===== config.mk =====
export PLATFORM = sky130hd
export DESIGN_NAME = presence_debounce_rule_trigger_flat
export DESIGN_NICKNAME = d
export VERILOG_FILES = /design/src/hw/rtl/pdrt_pkg.sv /design/src/hw/rtl/pdrt_req_if.sv /design/src/hw/rtl/pdrt_rsp_if.sv /design/src/hw/rtl/pdrt_cfg_if.sv /design/src/hw/rtl/pdrt_debounce.sv /design/src/hw/rtl/pdrt_rule_unit.sv /design/src/hw/rtl/presence_debounce_rule_trigger.sv /design/src/flat_wrapper.sv
export SDC_FILE = /design/constraint.sdc
export NUM_CORES = 1
export LEC_CHECK = 0
export ABC_AREA = 1
export BUFFER_PORTS_ARGS = -buffer_cell sky130_fd_sc_hd__clkbuf_2
export CAP_MARGIN = 30
export CORE_UTILIZATION = 61
export CTS_CLUSTER_SIZE = 40
export DETAILED_ROUTE_END_ITERATION = 8
export PLACE_DENSITY = 0.78
export REMOVE_ABC_BUFFERS = 1
export SLEW_MARGIN = 10
export SYNTH_ARGS = -nofsm -noshare
export SYNTH_HDL_FRONTEND = slang
export SYNTH_HIERARCHICAL = 1
export SYNTH_SLANG_ARGS = --single-unit

===== constraint.sdc =====
create_clock -name clk -period 8.03 [get_ports clk]
set_input_delay 1.606 -clock clk [delete_from_list [all_inputs] [get_ports clk]]
set_output_delay 1.606 -clock clk [all_outputs]
set_load 0.05 [all_outputs]

===== src/hw/rtl/pdrt_pkg.sv =====
// Shared constants, codes and types of the presence debounce and rule trigger block.
`default_nettype none

package pdrt_pkg;

    // Field widths
    localparam int SLOT_W      = 3;
    localparam int TARGET_W    = 8;
    localparam int DUR_W       = 16;
    localparam int AGE_W       = 32;
    localparam int PEND_W      = 8;
    localparam int RC_W        = 4;
    localparam int CFG_INDEX_W = 2;
    localparam int CFG_DATA_W  = 8;

    // Default rule table depth
    localparam int RULES_DEFAULT = 8;

    // Register reset values
    localparam logic [PEND_W-1:0] DEBOUNCE_RESET   = 8'd10;
    localparam logic [RC_W-1:0]   RULE_COUNT_RESET = 4'd0;

    // Register indexes
    localparam logic [CFG_INDEX_W-1:0] CFG_DEBOUNCE   = 2'd0;
    localparam logic [CFG_INDEX_W-1:0] CFG_RULE_COUNT = 2'd1;

    // Input commands
    localparam logic CMD_TICK = 1'b0;
    localparam logic CMD_LOAD = 1'b1;

    // Result kinds
    localparam logic [1:0] KIND_REPORT = 2'd0;
    localparam logic [1:0] KIND_FIRE   = 2'd1;
    localparam logic [1:0] KIND_ACK    = 2'd2;

    // Presence report codes
    localparam logic [1:0] REP_NONE    = 2'd0;
    localparam logic [1:0] REP_UNAVAIL = 2'd1;
    localparam logic [1:0] REP_PRESENT = 2'd2;
    localparam logic [1:0] REP_ABSENT  = 2'd3;

    // One rule slot
    typedef struct packed {
        logic              enabled;
        logic              on_absence;
        logic [DUR_W-1:0]  duration;
        logic [TARGET_W-1:0] target;
    } rule_t;

    // Control from the sequencer to the rule unit
    typedef struct packed {
        logic wr_en;
        logic arm_all;
        logic arm_first;
        logic step_en;
    } rule_ctl_t;

    // Sequencer states
    typedef enum logic [1:0] {
        ST_IDLE,
        ST_WALK,
        ST_FLUSH
    } state_t;

endpackage

`default_nettype wire


===== src/hw/rtl/pdrt_req_if.sv =====
// Input item channel: ticks and rule loads.
`default_nettype none

interface pdrt_req_if;
    logic                          valid;
    logic                          ready;
    logic                          cmd;
    logic                          sensor_alive;
    logic                          sensor_raw;
    logic                          link_ready;
    logic [pdrt_pkg::SLOT_W-1:0]   slot_index;
    logic                          slot_enabled;
    logic                          slot_on_absence;
    logic [pdrt_pkg::DUR_W-1:0]    slot_duration;
    logic [pdrt_pkg::TARGET_W-1:0] slot_target;

    modport source (
        output valid, cmd, sensor_alive, sensor_raw, link_ready, slot_index,
               slot_enabled, slot_on_absence, slot_duration, slot_target,
        input  ready
    );
    modport sink (
        input  valid, cmd, sensor_alive, sensor_raw, link_ready, slot_index,
               slot_enabled, slot_on_absence, slot_duration, slot_target,
        output ready
    );
endinterface

`default_nettype wire


===== src/hw/rtl/pdrt_rsp_if.sv =====
// Result item channel: reports, fired rules and load acknowledgements.
`default_nettype none

interface pdrt_rsp_if;
    logic                          valid;
    logic                          ready;
    logic [1:0]                    kind;
    logic [1:0]                    presence_report;
    logic                          debounced_present;
    logic [pdrt_pkg::AGE_W-1:0]    present_seconds;
    logic [pdrt_pkg::SLOT_W-1:0]   fired_slot;
    logic [pdrt_pkg::TARGET_W-1:0] fired_target;
    logic                          last;

    modport source (
        output valid, kind, presence_report, debounced_present, present_seconds,
               fired_slot, fired_target, last,
        input  ready
    );
    modport sink (
        input  valid, kind, presence_report, debounced_present, present_seconds,
               fired_slot, fired_target, last,
        output ready
    );
endinterface

`default_nettype wire


===== src/hw/rtl/pdrt_cfg_if.sv =====
// Configuration write channel.
`default_nettype none

interface pdrt_cfg_if;
    logic                             valid;
    logic                             ready;
    logic [pdrt_pkg::CFG_INDEX_W-1:0] index;
    logic [pdrt_pkg::CFG_DATA_W-1:0]  data;

    modport source (output valid, index, data, input ready);
    modport sink   (input valid, index, data, output ready);
endinterface

`default_nettype wire


===== src/hw/rtl/pdrt_debounce.sv =====
// Presence debounce state, state age counter and presence report.
`default_nettype none

module pdrt_debounce (
    input  wire logic                          clk,
    input  wire logic                          rst_n,
    input  wire logic                          tick_en,
    input  wire logic                          alive,
    input  wire logic                          raw_in,
    input  wire logic [pdrt_pkg::PEND_W-1:0]   debounce_ticks,
    output logic [1:0]                         rep_next,
    output logic                               first_sample,
    output logic                               debounced,
    output logic [pdrt_pkg::AGE_W-1:0]         state_age,
    output logic [pdrt_pkg::AGE_W-1:0]         present_seconds
);
    import pdrt_pkg::*;

    logic              seen_reg, seen_next;
    logic              deb_reg, deb_next;
    logic              pend_reg, pend_next;
    logic [PEND_W-1:0] page_reg, page_next;
    logic [AGE_W-1:0]  age_reg, age_next;
    logic              raw;
    logic [PEND_W-1:0] page_step;

    assign raw          = alive & raw_in;
    assign first_sample = alive & ~seen_reg;

    // Work out the state after one tick
    always_comb
    begin
        seen_next = seen_reg;
        deb_next  = deb_reg;
        pend_next = pend_reg;
        page_next = page_reg;
        age_next  = age_reg;
        rep_next  = REP_NONE;
        page_step = '0;
        if (!alive)
        begin
            seen_next = 1'b0;
            deb_next  = 1'b0;
            pend_next = 1'b0;
            page_next = '0;
            age_next  = '0;
            rep_next  = seen_reg ? REP_UNAVAIL : REP_NONE;
        end
        else if (!seen_reg)
        begin
            seen_next = 1'b1;
            deb_next  = raw;
            pend_next = 1'b0;
            page_next = '0;
            age_next  = '0;
            rep_next  = raw ? REP_PRESENT : REP_ABSENT;
        end
        else
        begin
            // Saturating age increment
            if (age_reg != '1)
                age_next = age_reg + AGE_W'(1);
            if (raw == deb_reg)
            begin
                pend_next = 1'b0;
                page_next = '0;
            end
            else
            begin
                if (!pend_reg)
                    page_step = '0;
                else if (page_reg != '1)
                    page_step = page_reg + PEND_W'(1);
                else
                    page_step = page_reg;
                pend_next = 1'b1;
                page_next = page_step;
                // Flip, backdating the age to the start of the disagreement
                if (page_step >= debounce_ticks)
                begin
                    deb_next  = raw;
                    age_next  = AGE_W'(page_step);
                    pend_next = 1'b0;
                    page_next = '0;
                    rep_next  = raw ? REP_PRESENT : REP_ABSENT;
                end
            end
        end
    end

    // Hold the state between ticks
    always_ff @(posedge clk or negedge rst_n)
    begin
        if (!rst_n)
        begin
            seen_reg <= 1'b0;
            deb_reg  <= 1'b0;
            pend_reg <= 1'b0;
            page_reg <= '0;
            age_reg  <= '0;
        end
        else if (tick_en)
        begin
            seen_reg <= seen_next;
            deb_reg  <= deb_next;
            pend_reg <= pend_next;
            page_reg <= page_next;
            age_reg  <= age_next;
        end
    end

    assign debounced       = deb_reg;
    assign state_age       = age_reg;
    assign present_seconds = (seen_reg && deb_reg) ? age_reg : '0;

endmodule

`default_nettype wire


===== src/hw/rtl/pdrt_rule_unit.sv =====
// Rule table, armed flags and the shared per-slot rule evaluator.
`default_nettype none

module pdrt_rule_unit #(
    parameter int RULES = pdrt_pkg::RULES_DEFAULT,
    parameter int IDX_W = 3,
    parameter int CNT_W = 4
) (
    input  wire logic                          clk,
    input  wire logic                          rst_n,
    input  wire pdrt_pkg::rule_ctl_t           ctl,
    input  wire logic [pdrt_pkg::SLOT_W-1:0]   wr_idx,
    input  wire pdrt_pkg::rule_t               wr_rule,
    input  wire logic [CNT_W-1:0]              arm_cnt,
    input  wire logic [IDX_W-1:0]              step_idx,
    input  wire logic                          debounced,
    input  wire logic [pdrt_pkg::AGE_W-1:0]    state_age,
    input  wire logic                          link_ready,
    output logic                               fire,
    output logic [pdrt_pkg::TARGET_W-1:0]      fire_target
);
    import pdrt_pkg::*;

    rule_t            table_reg [RULES];
    logic [RULES-1:0] armed_reg, armed_next;
    rule_t            entry;
    logic             active;
    logic             due;
    logic [5:0]       wr_ext;
    logic             wr_ok;
    logic [IDX_W-1:0] wr_addr;

    // Evaluate the slot under the walk index
    assign entry       = table_reg[step_idx];
    assign active      = entry.on_absence ? ~debounced : debounced;
    assign due         = {{(AGE_W-DUR_W){1'b0}}, entry.duration} <= state_age;
    assign fire        = entry.enabled & active & armed_reg[step_idx] & due & link_ready;
    assign fire_target = entry.target;

    // Drop writes to slots beyond the table
    assign wr_ext  = {3'b000, wr_idx};
    assign wr_ok   = wr_ext < 6'(RULES);
    assign wr_addr = IDX_W'(wr_ext);

    // Re-arm on load or sensor change, update the walked slot
    always_comb
    begin
        armed_next = armed_reg;
        for (int i = 0; i < RULES; i++)
        begin
            if (ctl.arm_all)
                armed_next[i] = 1'b1;
            else if (ctl.arm_first && (CNT_W'(i) < arm_cnt))
                armed_next[i] = 1'b1;
            else if (ctl.step_en && (step_idx == IDX_W'(i)) && entry.enabled)
            begin
                if (!active)
                    armed_next[i] = 1'b1;
                else if (fire)
                    armed_next[i] = 1'b0;
            end
        end
    end

    always_ff @(posedge clk or negedge rst_n)
    begin
        if (!rst_n)
            armed_reg <= '1;
        else
            armed_reg <= armed_next;
    end

    // Write one rule slot
    always_ff @(posedge clk or negedge rst_n)
    begin
        if (!rst_n)
        begin
            for (int i = 0; i < RULES; i++)
                table_reg[i] <= '0;
        end
        else if (ctl.wr_en && wr_ok)
        begin
            table_reg[wr_addr] <= wr_rule;
        end
    end

endmodule

`default_nettype wire


===== src/hw/rtl/presence_debounce_rule_trigger.sv =====
// Top level: sequencer, configuration registers and result register.
//
//   channel | role  | handshake   | carries
//   --------+-------+-------------+---------------------------------------------
//   req     | sink  | valid/ready | tick sample or one rule slot load
//   rsp     | source| valid/ready | report, fired rules, load acknowledgement
//   cfg     | sink  | valid/ready | debounce_ticks (index 0), rule_count (1)
//
// A load goes from idle straight to the flush state. A tick walks N slots,
// N = min(rule_count, RULES), in the one shared rule evaluator that visits
// one slot per cycle unless stalled; a tick from an offline sensor walks none.
// req.ready is high only while the sequencer is idle; cfg.ready is always high.
// A stall on rsp holds the walk at the next firing slot until the result
// register frees. Reset clears all but the payload registers; no clearing pass.
`default_nettype none

module presence_debounce_rule_trigger #(
    parameter int RULES = pdrt_pkg::RULES_DEFAULT
) (
    input  wire logic clk,
    input  wire logic rst_n,
    pdrt_req_if.sink   req,
    pdrt_rsp_if.source rsp,
    pdrt_cfg_if.sink   cfg
);
    import pdrt_pkg::*;

    localparam int IDX_W = (RULES > 1) ? $clog2(RULES) : 1;
    localparam int CNT_W = $clog2(RULES + 1);

    state_t              state_reg, state_next;
    logic [PEND_W-1:0]   debounce_ticks_reg;
    logic [RC_W-1:0]     rule_count_reg;
    logic [CNT_W-1:0]    walk_idx_reg, walk_idx_next;
    logic                link_reg, link_next;
    logic [1:0]          hold_kind_reg, hold_kind_next;
    logic [1:0]          hold_rep_reg, hold_rep_next;
    logic [SLOT_W-1:0]   hold_slot_reg, hold_slot_next;
    logic [TARGET_W-1:0] hold_target_reg, hold_target_next;
    logic                out_valid_reg, out_valid_next;
    logic [1:0]          out_kind_reg, out_kind_next;
    logic [1:0]          out_rep_reg, out_rep_next;
    logic                out_deb_reg, out_deb_next;
    logic [AGE_W-1:0]    out_secs_reg, out_secs_next;
    logic [SLOT_W-1:0]   out_slot_reg, out_slot_next;
    logic [TARGET_W-1:0] out_target_reg, out_target_next;
    logic                out_last_reg, out_last_next;

    logic                acc;
    logic                can_push;
    logic                step_adv;
    logic [5:0]          rc_ext;
    logic [CNT_W-1:0]    cnt;
    rule_ctl_t           ctl;
    rule_t               wr_rule;
    logic                tick_en;
    logic [1:0]          db_rep;
    logic                db_first;
    logic                db_deb;
    logic [AGE_W-1:0]    db_age;
    logic [AGE_W-1:0]    db_secs;
    logic                rule_fire;
    logic [TARGET_W-1:0] rule_target;

    // Effective rule count
    assign rc_ext = {2'b00, rule_count_reg};
    assign cnt    = (rc_ext >= 6'(RULES)) ? CNT_W'(RULES) : CNT_W'(rc_ext);

    assign acc       = req.valid && req.ready;
    assign req.ready = (state_reg == ST_IDLE);
    assign can_push  = !out_valid_reg || rsp.ready;
    assign step_adv  = (state_reg == ST_WALK) && (!rule_fire || can_push);
    assign cfg.ready = 1'b1;

    assign wr_rule.enabled    = req.slot_enabled;
    assign wr_rule.on_absence = req.slot_on_absence;
    assign wr_rule.duration   = req.slot_duration;
    assign wr_rule.target     = req.slot_target;

    // Configuration registers
    always_ff @(posedge clk or negedge rst_n)
    begin
        if (!rst_n)
        begin
            debounce_ticks_reg <= DEBOUNCE_RESET;
            rule_count_reg     <= RULE_COUNT_RESET;
        end
        else if (cfg.valid && cfg.ready)
        begin
            unique case (cfg.index)
                CFG_DEBOUNCE:   debounce_ticks_reg <= cfg.data;
                CFG_RULE_COUNT: rule_count_reg     <= cfg.data[RC_W-1:0];
                default:        ;
            endcase
        end
    end

    pdrt_debounce u_debounce (
        .clk            (clk),
        .rst_n          (rst_n),
        .tick_en        (tick_en),
        .alive          (req.sensor_alive),
        .raw_in         (req.sensor_raw),
        .debounce_ticks (debounce_ticks_reg),
        .rep_next       (db_rep),
        .first_sample   (db_first),
        .debounced      (db_deb),
        .state_age      (db_age),
        .present_seconds(db_secs)
    );

    pdrt_rule_unit #(
        .RULES(RULES),
        .IDX_W(IDX_W),
        .CNT_W(CNT_W)
    ) u_rule_unit (
        .clk        (clk),
        .rst_n      (rst_n),
        .ctl        (ctl),
        .wr_idx     (req.slot_index),
        .wr_rule    (wr_rule),
        .arm_cnt    (cnt),
        .step_idx   (walk_idx_reg[IDX_W-1:0]),
        .debounced  (db_deb),
        .state_age  (db_age),
        .link_ready (link_reg),
        .fire       (rule_fire),
        .fire_target(rule_target)
    );

    // Sequencer: accept, walk the slots, flush the held result
    always_comb
    begin
        state_next       = state_reg;
        walk_idx_next    = walk_idx_reg;
        link_next        = link_reg;
        hold_kind_next   = hold_kind_reg;
        hold_rep_next    = hold_rep_reg;
        hold_slot_next   = hold_slot_reg;
        hold_target_next = hold_target_reg;
        out_valid_next   = out_valid_reg && !rsp.ready;
        out_kind_next    = out_kind_reg;
        out_rep_next     = out_rep_reg;
        out_deb_next     = out_deb_reg;
        out_secs_next    = out_secs_reg;
        out_slot_next    = out_slot_reg;
        out_target_next  = out_target_reg;
        out_last_next    = out_last_reg;
        ctl              = '0;
        tick_en          = 1'b0;
        unique case (state_reg)
            ST_IDLE:
            begin
                if (acc)
                begin
                    if (req.cmd == CMD_LOAD)
                    begin
                        ctl.wr_en        = 1'b1;
                        ctl.arm_all      = 1'b1;
                        hold_kind_next   = KIND_ACK;
                        hold_rep_next    = REP_NONE;
                        hold_slot_next   = req.slot_index;
                        hold_target_next = req.slot_target;
                        state_next       = ST_FLUSH;
                    end
                    else
                    begin
                        tick_en          = 1'b1;
                        link_next        = req.link_ready;
                        hold_kind_next   = KIND_REPORT;
                        hold_rep_next    = db_rep;
                        hold_slot_next   = '0;
                        hold_target_next = '0;
                        ctl.arm_first    = !req.sensor_alive || db_first;
                        walk_idx_next    = '0;
                        if (!req.sensor_alive || (cnt == '0))
                            state_next = ST_FLUSH;
                        else
                            state_next = ST_WALK;
                    end
                end
            end
            ST_WALK:
            begin
                if (step_adv)
                begin
                    ctl.step_en = 1'b1;
                    // Push the held result out and hold the fired one
                    if (rule_fire)
                    begin
                        out_valid_next   = 1'b1;
                        out_kind_next    = hold_kind_reg;
                        out_rep_next     = hold_rep_reg;
                        out_deb_next     = db_deb;
                        out_secs_next    = db_secs;
                        out_slot_next    = hold_slot_reg;
                        out_target_next  = hold_target_reg;
                        out_last_next    = 1'b0;
                        hold_kind_next   = KIND_FIRE;
                        hold_rep_next    = REP_NONE;
                        hold_slot_next   = SLOT_W'(walk_idx_reg);
                        hold_target_next = rule_target;
                    end
                    if (walk_idx_reg == (cnt - CNT_W'(1)))
                        state_next = ST_FLUSH;
                    else
                        walk_idx_next = walk_idx_reg + CNT_W'(1);
                end
            end
            ST_FLUSH:
            begin
                if (can_push)
                begin
                    out_valid_next  = 1'b1;
                    out_kind_next   = hold_kind_reg;
                    out_rep_next    = hold_rep_reg;
                    out_deb_next    = db_deb;
                    out_secs_next   = db_secs;
                    out_slot_next   = hold_slot_reg;
                    out_target_next = hold_target_reg;
                    out_last_next   = 1'b1;
                    state_next      = ST_IDLE;
                end
            end
            default:
            begin
                state_next = ST_IDLE;
            end
        endcase
    end

    // Control registers
    always_ff @(posedge clk or negedge rst_n)
    begin
        if (!rst_n)
        begin
            state_reg     <= ST_IDLE;
            out_valid_reg <= 1'b0;
            walk_idx_reg  <= '0;
        end
        else
        begin
            state_reg     <= state_next;
            out_valid_reg <= out_valid_next;
            walk_idx_reg  <= walk_idx_next;
        end
    end

    // Payload registers
    always_ff @(posedge clk)
    begin
        link_reg        <= link_next;
        hold_kind_reg   <= hold_kind_next;
        hold_rep_reg    <= hold_rep_next;
        hold_slot_reg   <= hold_slot_next;
        hold_target_reg <= hold_target_next;
        out_kind_reg    <= out_kind_next;
        out_rep_reg     <= out_rep_next;
        out_deb_reg     <= out_deb_next;
        out_secs_reg    <= out_secs_next;
        out_slot_reg    <= out_slot_next;
        out_target_reg  <= out_target_next;
        out_last_reg    <= out_last_next;
    end

    assign rsp.valid             = out_valid_reg;
    assign rsp.kind              = out_kind_reg;
    assign rsp.presence_report   = out_rep_reg;
    assign rsp.debounced_present = out_deb_reg;
    assign rsp.present_seconds   = out_secs_reg;
    assign rsp.fired_slot        = out_slot_reg;
    assign rsp.fired_target      = out_target_reg;
    assign rsp.last              = out_last_reg;

    // The walk index stays inside the effective rule count
    a_walk_in_range: assert property (@(posedge clk) disable iff (!rst_n)
        (state_reg == ST_WALK) |-> (walk_idx_reg < cnt))
        else $error("walk index beyond rule count");

    // A flush that pushes leaves a final result in the output register
    a_flush_last: assert property (@(posedge clk) disable iff (!rst_n)
        ((state_reg == ST_FLUSH) && can_push) |=> (out_valid_reg && out_last_reg))
        else $error("flush did not deliver a final result");

    // A rule fires only while the sampled link is ready
    a_fire_link: assert property (@(posedge clk) disable iff (!rst_n)
        (step_adv && rule_fire) |-> link_reg)
        else $error("rule fired with link down");

    // A load goes straight to its acknowledgement
    a_load_ack: assert property (@(posedge clk) disable iff (!rst_n)
        (acc && (req.cmd == CMD_LOAD)) |=> ((state_reg == ST_FLUSH) &&
                                            (hold_kind_reg == KIND_ACK)))
        else $error("load not acknowledged");

endmodule

`default_nettype wire

===== src/flat_wrapper.sv =====
// flat-port wrapper written by rule: the top's interface ports become plain ports
module presence_debounce_rule_trigger_flat import pdrt_pkg::*;
#(
    parameter int RULES = pdrt_pkg::RULES_DEFAULT
)
  (clk, rst_n, req_valid, req_cmd, req_sensor_alive, req_sensor_raw, req_link_ready, req_slot_index, req_slot_enabled, req_slot_on_absence, req_slot_duration, req_slot_target, req_ready, rsp_valid, rsp_kind, rsp_presence_report, rsp_debounced_present, rsp_present_seconds, rsp_fired_slot, rsp_fired_target, rsp_last, rsp_ready, cfg_valid, cfg_index, cfg_data, cfg_ready);
  pdrt_req_if req_i ();
  pdrt_rsp_if rsp_i ();
  pdrt_cfg_if cfg_i ();
  input  wire logic clk;
  input  wire logic rst_n;
  input wire logic [$bits(req_i.valid)-1:0] req_valid;
  input wire logic [$bits(req_i.cmd)-1:0] req_cmd;
  input wire logic [$bits(req_i.sensor_alive)-1:0] req_sensor_alive;
  input wire logic [$bits(req_i.sensor_raw)-1:0] req_sensor_raw;
  input wire logic [$bits(req_i.link_ready)-1:0] req_link_ready;
  input wire logic [$bits(req_i.slot_index)-1:0] req_slot_index;
  input wire logic [$bits(req_i.slot_enabled)-1:0] req_slot_enabled;
  input wire logic [$bits(req_i.slot_on_absence)-1:0] req_slot_on_absence;
  input wire logic [$bits(req_i.slot_duration)-1:0] req_slot_duration;
  input wire logic [$bits(req_i.slot_target)-1:0] req_slot_target;
  output wire logic [$bits(req_i.ready)-1:0] req_ready;
  output wire logic [$bits(rsp_i.valid)-1:0] rsp_valid;
  output wire logic [$bits(rsp_i.kind)-1:0] rsp_kind;
  output wire logic [$bits(rsp_i.presence_report)-1:0] rsp_presence_report;
  output wire logic [$bits(rsp_i.debounced_present)-1:0] rsp_debounced_present;
  output wire logic [$bits(rsp_i.present_seconds)-1:0] rsp_present_seconds;
  output wire logic [$bits(rsp_i.fired_slot)-1:0] rsp_fired_slot;
  output wire logic [$bits(rsp_i.fired_target)-1:0] rsp_fired_target;
  output wire logic [$bits(rsp_i.last)-1:0] rsp_last;
  input wire logic [$bits(rsp_i.ready)-1:0] rsp_ready;
  input wire logic [$bits(cfg_i.valid)-1:0] cfg_valid;
  input wire logic [$bits(cfg_i.index)-1:0] cfg_index;
  input wire logic [$bits(cfg_i.data)-1:0] cfg_data;
  output wire logic [$bits(cfg_i.ready)-1:0] cfg_ready;
  assign req_i.valid = req_valid;
  assign req_i.cmd = req_cmd;
  assign req_i.sensor_alive = req_sensor_alive;
  assign req_i.sensor_raw = req_sensor_raw;
  assign req_i.link_ready = req_link_ready;
  assign req_i.slot_index = req_slot_index;
  assign req_i.slot_enabled = req_slot_enabled;
  assign req_i.slot_on_absence = req_slot_on_absence;
  assign req_i.slot_duration = req_slot_duration;
  assign req_i.slot_target = req_slot_target;
  assign req_ready = req_i.ready;
  assign rsp_valid = rsp_i.valid;
  assign rsp_kind = rsp_i.kind;
  assign rsp_presence_report = rsp_i.presence_report;
  assign rsp_debounced_present = rsp_i.debounced_present;
  assign rsp_present_seconds = rsp_i.present_seconds;
  assign rsp_fired_slot = rsp_i.fired_slot;
  assign rsp_fired_target = rsp_i.fired_target;
  assign rsp_last = rsp_i.last;
  assign rsp_i.ready = rsp_ready;
  assign cfg_i.valid = cfg_valid;
  assign cfg_i.index = cfg_index;
  assign cfg_i.data = cfg_data;
  assign cfg_ready = cfg_i.ready;
  presence_debounce_rule_trigger #(.RULES(RULES)) u_core (.clk(clk), .rst_n(rst_n), .req(req_i), .rsp(rsp_i), .cfg(cfg_i));
endmodule

After elaboration in Yosys (flattened, before gate mapping)

Cells that the tools add are included.

ROM bits: 0
Memory bits (writable): 0
Output and inout bits: 52
Word-level logic and storage cells: 330
Memories kept: 0
Register bits: 343
Bits in latches: 0

$add $sub $neg: 4
Reductions and logical operators: 68
Muxes and demuxes: 138
Divide/modulo/power cells: 0
Shifts and indexed selects: 0
$lt $le $gt $ge: 16
Multiply operators: 0
Bitwise logic cells: 11
Eq/ne operators: 31

Operators with widths:

| operator              | number |
|---|---|
| $mux 32               | 9 |
| $bwmux 208            | 1 |
| $mux 8                | 16 |
| $bmux 26 s3           | 1 |
| $demux 26 s3          | 1 |
| $mux 26               | 3 |
| $pmux 32 s2           | 1 |
| $mux 1                | 53 |
| $mux 2                | 25 |
| $add 32x1->32 const B | 1 |
| $le 16x32->1          | 1 |
| $ne 32x32->1 const B  | 1 |
| $ne 4x1->1 const B    | 8 |
| $pmux 8 s2            | 2 |
| $logic_and 1x1->1     | 30 |
| $mux 3                | 9 |
| $reduce_bool 3->1     | 8 |
| $mux 4                | 5 |
| $reduce_and 2->1      | 10 |
| $lt 3x4->1 const A    | 4 |
| $pmux 2 s2            | 4 |
| $eq 3x3->1 const B    | 4 |
| $ge 4x4->1 const B    | 3 |
| $pmux 3 s2            | 2 |
| other kinds (35)      | 66 |

Depth between registers and ports, before layout

Depth after elaboration: 19
Mapped depth: 29
Mapped depth without buffers: 27

Cells and area by module

The synthesis kept the hierarchy.

By module, submodules not included:

| module                         | area an instance (um^2) | sequential area each (um^2) | cells an instance | instances |
|---|---|---|---|---|
| pdrt_rule_unit                 | 9947.0                  | 5415.2                      | 1198              | 1 |
| pdrt_debounce                  | 3513.4                  | 1076.0                      | 566               | 1 |
| presence_debounce_rule_trigger | 3278.1                  | 2429.8                      | 241               | 1 |

Worst setup path before layout

Ideal clock, no wire load.

Path kind: flip-flop to flip-flop
From: register u_core.walk_idx_reg[1]
To: register u_core.out_deb_reg (netlist: u_core/rsp.debounced_present) (enable)
Required time: 7514 ps
Data arrival time: 5813 ps
Buffers on the path: 3
Stages on the path, launching flop included: 22
Slack: 1701 ps
Path through: dfrtp_1 > buf_2 > inv_1 > nand2_1 > inv_1 > buf_2 > buf_2 > a22oi_1 > a31oi_1 > ha_1 > nand2_1 > inv_1 > nor2_1 > o21a_1 > nand2_1 > nand2_1 > nand2_1 > nand2_1 > nand2_2 > inv_2 > a21oi_1 > nor3_1

Longest elaborated chain between the ends: 14
Elaborated cells on any way between the ends: 18
Those cells by class: order compare (1); eq/ne (2); mux (6); bitwise (5); reduce/logical (4)

Ends and longest elaborated chain:

| element                                                              | RTL line                              | text |
|---|---|---|
| start, declared                                                      | presence_debounce_rule_trigger.sv:34  | `logic [CNT_W-1:0] walk_idx_reg, walk_idx_next;` |
| start signal, assigned                                               | presence_debounce_rule_trigger.sv:245 | `walk_idx_reg <= walk_idx_next;` |
| parallel branches: the longest is 7 deep, another holds $le 16x32->1 | --                                    |  |
| $and 1x1->1 * (2 in a row)                                           | pdrt_rule_unit.sv:37                  | `assign fire = entry.enabled & active & armed_reg[step_idx] & due & link_ready;` |
| net u_core.rule_fire                                                 | presence_debounce_rule_trigger.sv:62  | `logic rule_fire;` |
| $logic_not 1->1                                                      | presence_debounce_rule_trigger.sv:72  | `assign step_adv = (state_reg == ST_WALK) && (!rule_fire \|\| can_push);` |
| $logic_or 1x1->1                                                     | presence_debounce_rule_trigger.sv:72  |  |
| $logic_and 1x1->1                                                    | presence_debounce_rule_trigger.sv:72  |  |
| $ne 2x1->1 (no source line)                                          | --                                    |  |
| $reduce_and 4->1 (no source line) *                                  | --                                    |  |
| end signal, assigned                                                 | presence_debounce_rule_trigger.sv:259 | `out_deb_reg <= out_deb_next;` |
| end, declared                                                        | presence_debounce_rule_trigger.sv:43  | `logic out_deb_reg, out_deb_next;` |

Mark *: on every way through the listed nets, which the timed path passes. The select of a mux whose other input is x is not followed.
A chain may end at the register's enable or synchronous reset.

Worst setup path in the final report

From: register u_core.walk_idx_reg[0]
To: register u_core.out_secs_reg[13] (netlist: u_core/rsp.present_seconds[13]) (enable)

Longest elaborated chain between the ends: 14
Elaborated cells on any way between the ends: 18
Those cells by class: order compare (1); eq/ne (2); mux (6); bitwise (5); reduce/logical (4)

Ends and longest elaborated chain:

| element                                                              | RTL line                              | text |
|---|---|---|
| parallel branches: the longest is 7 deep, another holds $le 16x32->1 | --                                    |  |
| $and 1x1->1 * (2 in a row)                                           | pdrt_rule_unit.sv:37                  |  |
| net u_core.rule_fire                                                 | presence_debounce_rule_trigger.sv:62  |  |
| $logic_not 1->1                                                      | presence_debounce_rule_trigger.sv:72  |  |
| $logic_or 1x1->1                                                     | presence_debounce_rule_trigger.sv:72  |  |
| $logic_and 1x1->1                                                    | presence_debounce_rule_trigger.sv:72  |  |
| $ne 2x1->1 (no source line)                                          | --                                    |  |
| $reduce_and 4->1 (no source line) *                                  | --                                    |  |
| end signal, assigned                                                 | presence_debounce_rule_trigger.sv:260 | `out_secs_reg <= out_secs_next;` |
| end, declared                                                        | presence_debounce_rule_trigger.sv:44  | `logic [AGE_W-1:0] out_secs_reg, out_secs_next;` |

Marked as above.

==> impl_metrics.ini <==
[detailed_routing]
via_per_inst = 5.76
drt_iter0_drc = 1376
wl_mm = 41.8
drt-pass1-iter-count = 6
final_antenna_net_count = 0
drc = 0
vias = 14059
avgRoutedWirePerCell_um = 17.1

[cts]
clk_latency_ns = 0.54
hold_buffers = 0
cts.sinks = 343
numCtsBuffers = 35
post_cts_buffers = 0
ctsResizeCount = 0
clk_path_buf_depth = 3
path_clk_slew_ns = 0.07
cts_root_buffer = clkbuf_16
cts-htree-levels = 2
cts_tree = done

[final_layout]
final_core_util = 0.692
antennaDiodeCount = 0
nets = 2153
drive_gt1_frac = 0.114
final_cells = 2441
fill_cells = 2158
area_growth_pct = 11.5
largest_reg_flops = 208

[setup_path]
crit_chain = nand2_2 > clkinv_1 > buf_4 > nand2_1 > nand4_1 > nor2_1 > a31oi_1 > ha_1 > nand2_1 > nor2_1 > nand4_1 > nor2_1 > nor2_1 > nand2_1 > nand2_2 > inv_2 > a21oi_1 > nor3_2 > buf_4
critPathKind = reg2reg
end_kind = flop
cpMaxStageDelayCell = clkinv_1
cp-start-kind = flop
critical-path-max-stage-delay_ns = 0.79
critPathRequiredTime_ns = 8.19
path_max_fanout = 49
arrival_ns = 5.25
crit_top_cell = nor2_1

[die]
fp.dieW_um = 168
core_um2 = 27000
dieArea_um2 = 28100
start_util = 0.621
ioPinCount = 100
rows = 60
die_h_um = 168

[power]
power.internal_mw = 4.15
seq_power_share = 0.436
power_leakage_nw = 8.90
peakVddDrop_mv = 0.241
p_comb_frac = 0.316
p_switching_mw = 2.52
clock_power_share = 0.247
powerDensity_nw_per_um2 = 358
switching_share = 0.377

[synth]
synth-simple-area-share = 0.237
synthesis.area_um2 = 16700
synth_edf_count = 65
synthFlopType = dfrtp_1
yosysWarnings = 6
yosysUniqueCellTypes = 51
synth_top_family_by_area = simple AND/OR/NAND/NOR gates
synth-compound-area-share = 0.125
yosys.area_share.xor_xnor = 0.0125
synth_cells = 2005
syn-mean-instance-area_um2 = 8.35
synth_seq_cells = 343
synth.area.mux_share = 0.00269
ys_seq_area_frac = 0.533
synth-async-reset-ratio = 0.810
synth_adder_area_share = 0.0239

[sta]
rsz0062_at_grt = no
min_period_over_period = 0.633
clock_skew_ns = 0.0158
tns_ns = 0
relSlewSlack = 0.342
drv_slew = 0
finalSetupViolCount = 0
max_freq_mhz = 197
layout_min_cycle_time_ns = 5.08
hold_viol = 0
worst_pin_slew_ns = 0.983

[place]
place_inst = 2375
port_buffers = 98
finalWeightedCongestion = 0.957
hpwl_mm = 26.9

[global_routing]
grt_max_degree = 162
antenna_found_initial = 0
track_usage = 0.304
grt_overflow_total = 0
grt_pass1_vias = 13221
grt_first_pass_wirelength_mm = 67.7

[worst_hold_path]
hold_path_class = reg2reg

[flow_run]
max-cap-violations = 0

[run_status]
outcome = finished, final reports clean
-- metrics by stage --
stage               instance area, um2  hold slack [ns]  total power, mW  setup slack [ns]
finish                           18700            0.417             6.67              2.95
CTS                              18600            0.419             6.67              2.85
global placement                 17400            0.402             4.92              3.00
detailed placement               17500            0.405             5.00              2.85
floorplan                        16300            0.400             4.40             0.560
global route                     18700            0.421             7.10              2.58
-- per-layer routing --
layer  vias to the layer above  routed length, um  GRT usage
met4                         0                845     0.0866
met1                      6746              17900      0.416
met2                       549              20100      0.503
li1                       6697                  -          -
met5                         -                  0          0
met3                        67               2950     0.0499
-- final cells by class --
type,count,area (um2),area share
sequential,343,8920,0.478
multi-input combinational,1392,6760,0.362
clock buffer,48,976,0.0523
inverter,185,699,0.0375
timing repair buffer,116,683,0.0366
tap,341,427,0.0229
clock inverter,16,194,0.0104
-- power groups by stage --
stage	sequential [mW]	clock, mW	combinational [mW]
2_1_floorplan	3.21	0	1.19
3_3_place_gp	2.90	0	2.01
3_5_place_dp	2.93	0	2.07
4_1_cts	2.90	1.68	2.09
5_1_grt	2.98	1.75	2.36
6_report	2.91	1.65	2.11
-- cells in the final DEF (no fill, tap or decap), types with 3 or more instances in the layout --
cell type and n:
nand2_4 3, clkbuf_1 9, nand3_1 58, o22ai_1 6, xor2_1 21, dfstp_2 10, inv_1 172, buf_8 3
ha_1 32, a22o_1 8, nor2_1 175, buf_4 14, dfrtp_1 268, a221oi_1 3, bufinv_16 3, o21ai_0 219
a31oi_1 21, clkinv_2 8, nand3_2 8, clkbuf_2 97, nor2_2 6, clkinv_1 3, nand4_1 38, clkbuf_8 3
a211oi_1 4, clkbuf_16 36, nand2_1 645, edfxtp_1 65, mux2_2 4, a22oi_1 42, a21oi_1 40, nand2_2 14
o21ai_1 9, inv_2 8, o31ai_1 7
-- Yosys cell counts, drive strengths merged, types with 2 or more instances --
master,n,area (um2)
a211oi,4,30.0
a21oi,42,221
a221oi,3,26.3
a22o,8,70.1
a22oi,42,315
a31oi,21,131
buf,25,164
clkbuf,60,225
clkinv,3,11.3
dfrtp,268,6710
dfstp,10,263
edfxtp,65,1950
ha,32,400
inv,182,688
mux2,4,45.0
nand2,662,2540
nand3,67,383
nand3b,2,15.0
nand4,40,263
nor2,184,729
nor3,4,20.0
nor4,2,12.5
o211ai,2,15.0
o21a,2,15.0
o21ai,228,1140
o21bai,2,15.0
o22ai,7,50.1
o31ai,7,52.6
xor2,22,200
-- kinds of logic after synthesis --
family,after synthesis
simple gates,962
flops,343
xor+xnor,23
buf+inv,270
other cells,1
compound gates,370
mux,4
fa+ha+maj,32
-- worst max-delay path: cells and delay by family (launching register included) --
family	cells	cell delay (ns)
buffers and inverters	4	1.99
AND/OR/NAND/NOR	12	1.49
flip-flops	1	0.65
adder cells (fa/ha/maj)	1	0.35
AO/OA/AOI/OAI	2	0.18
-- path summary, 6_finish.rpt --
check	start	endpoint	slack [ns]	depth (start not counted)
setup / recovery	u_core/walk_idx_reg[0]	u_core/rsp.present_seconds[13]	2.95	19
hold / removal	u_core/hold_target_reg[1]	u_core/rsp.fired_target[1]	0.42	0
setup reg to reg	u_core/walk_idx_reg[0]	u_core/rsp.present_seconds[13]	2.95	19
hold reg to reg	u_core/hold_target_reg[1]	u_core/rsp.fired_target[1]	0.42	0
max in group asynchronous	rst_n	u_core/u_rule_unit/table_reg[27]	5.48	2
min in group asynchronous	rst_n	u_core/u_debounce/page_reg[7]	1.15	1
Note: power is estimated with default switching activity, not from simulation.
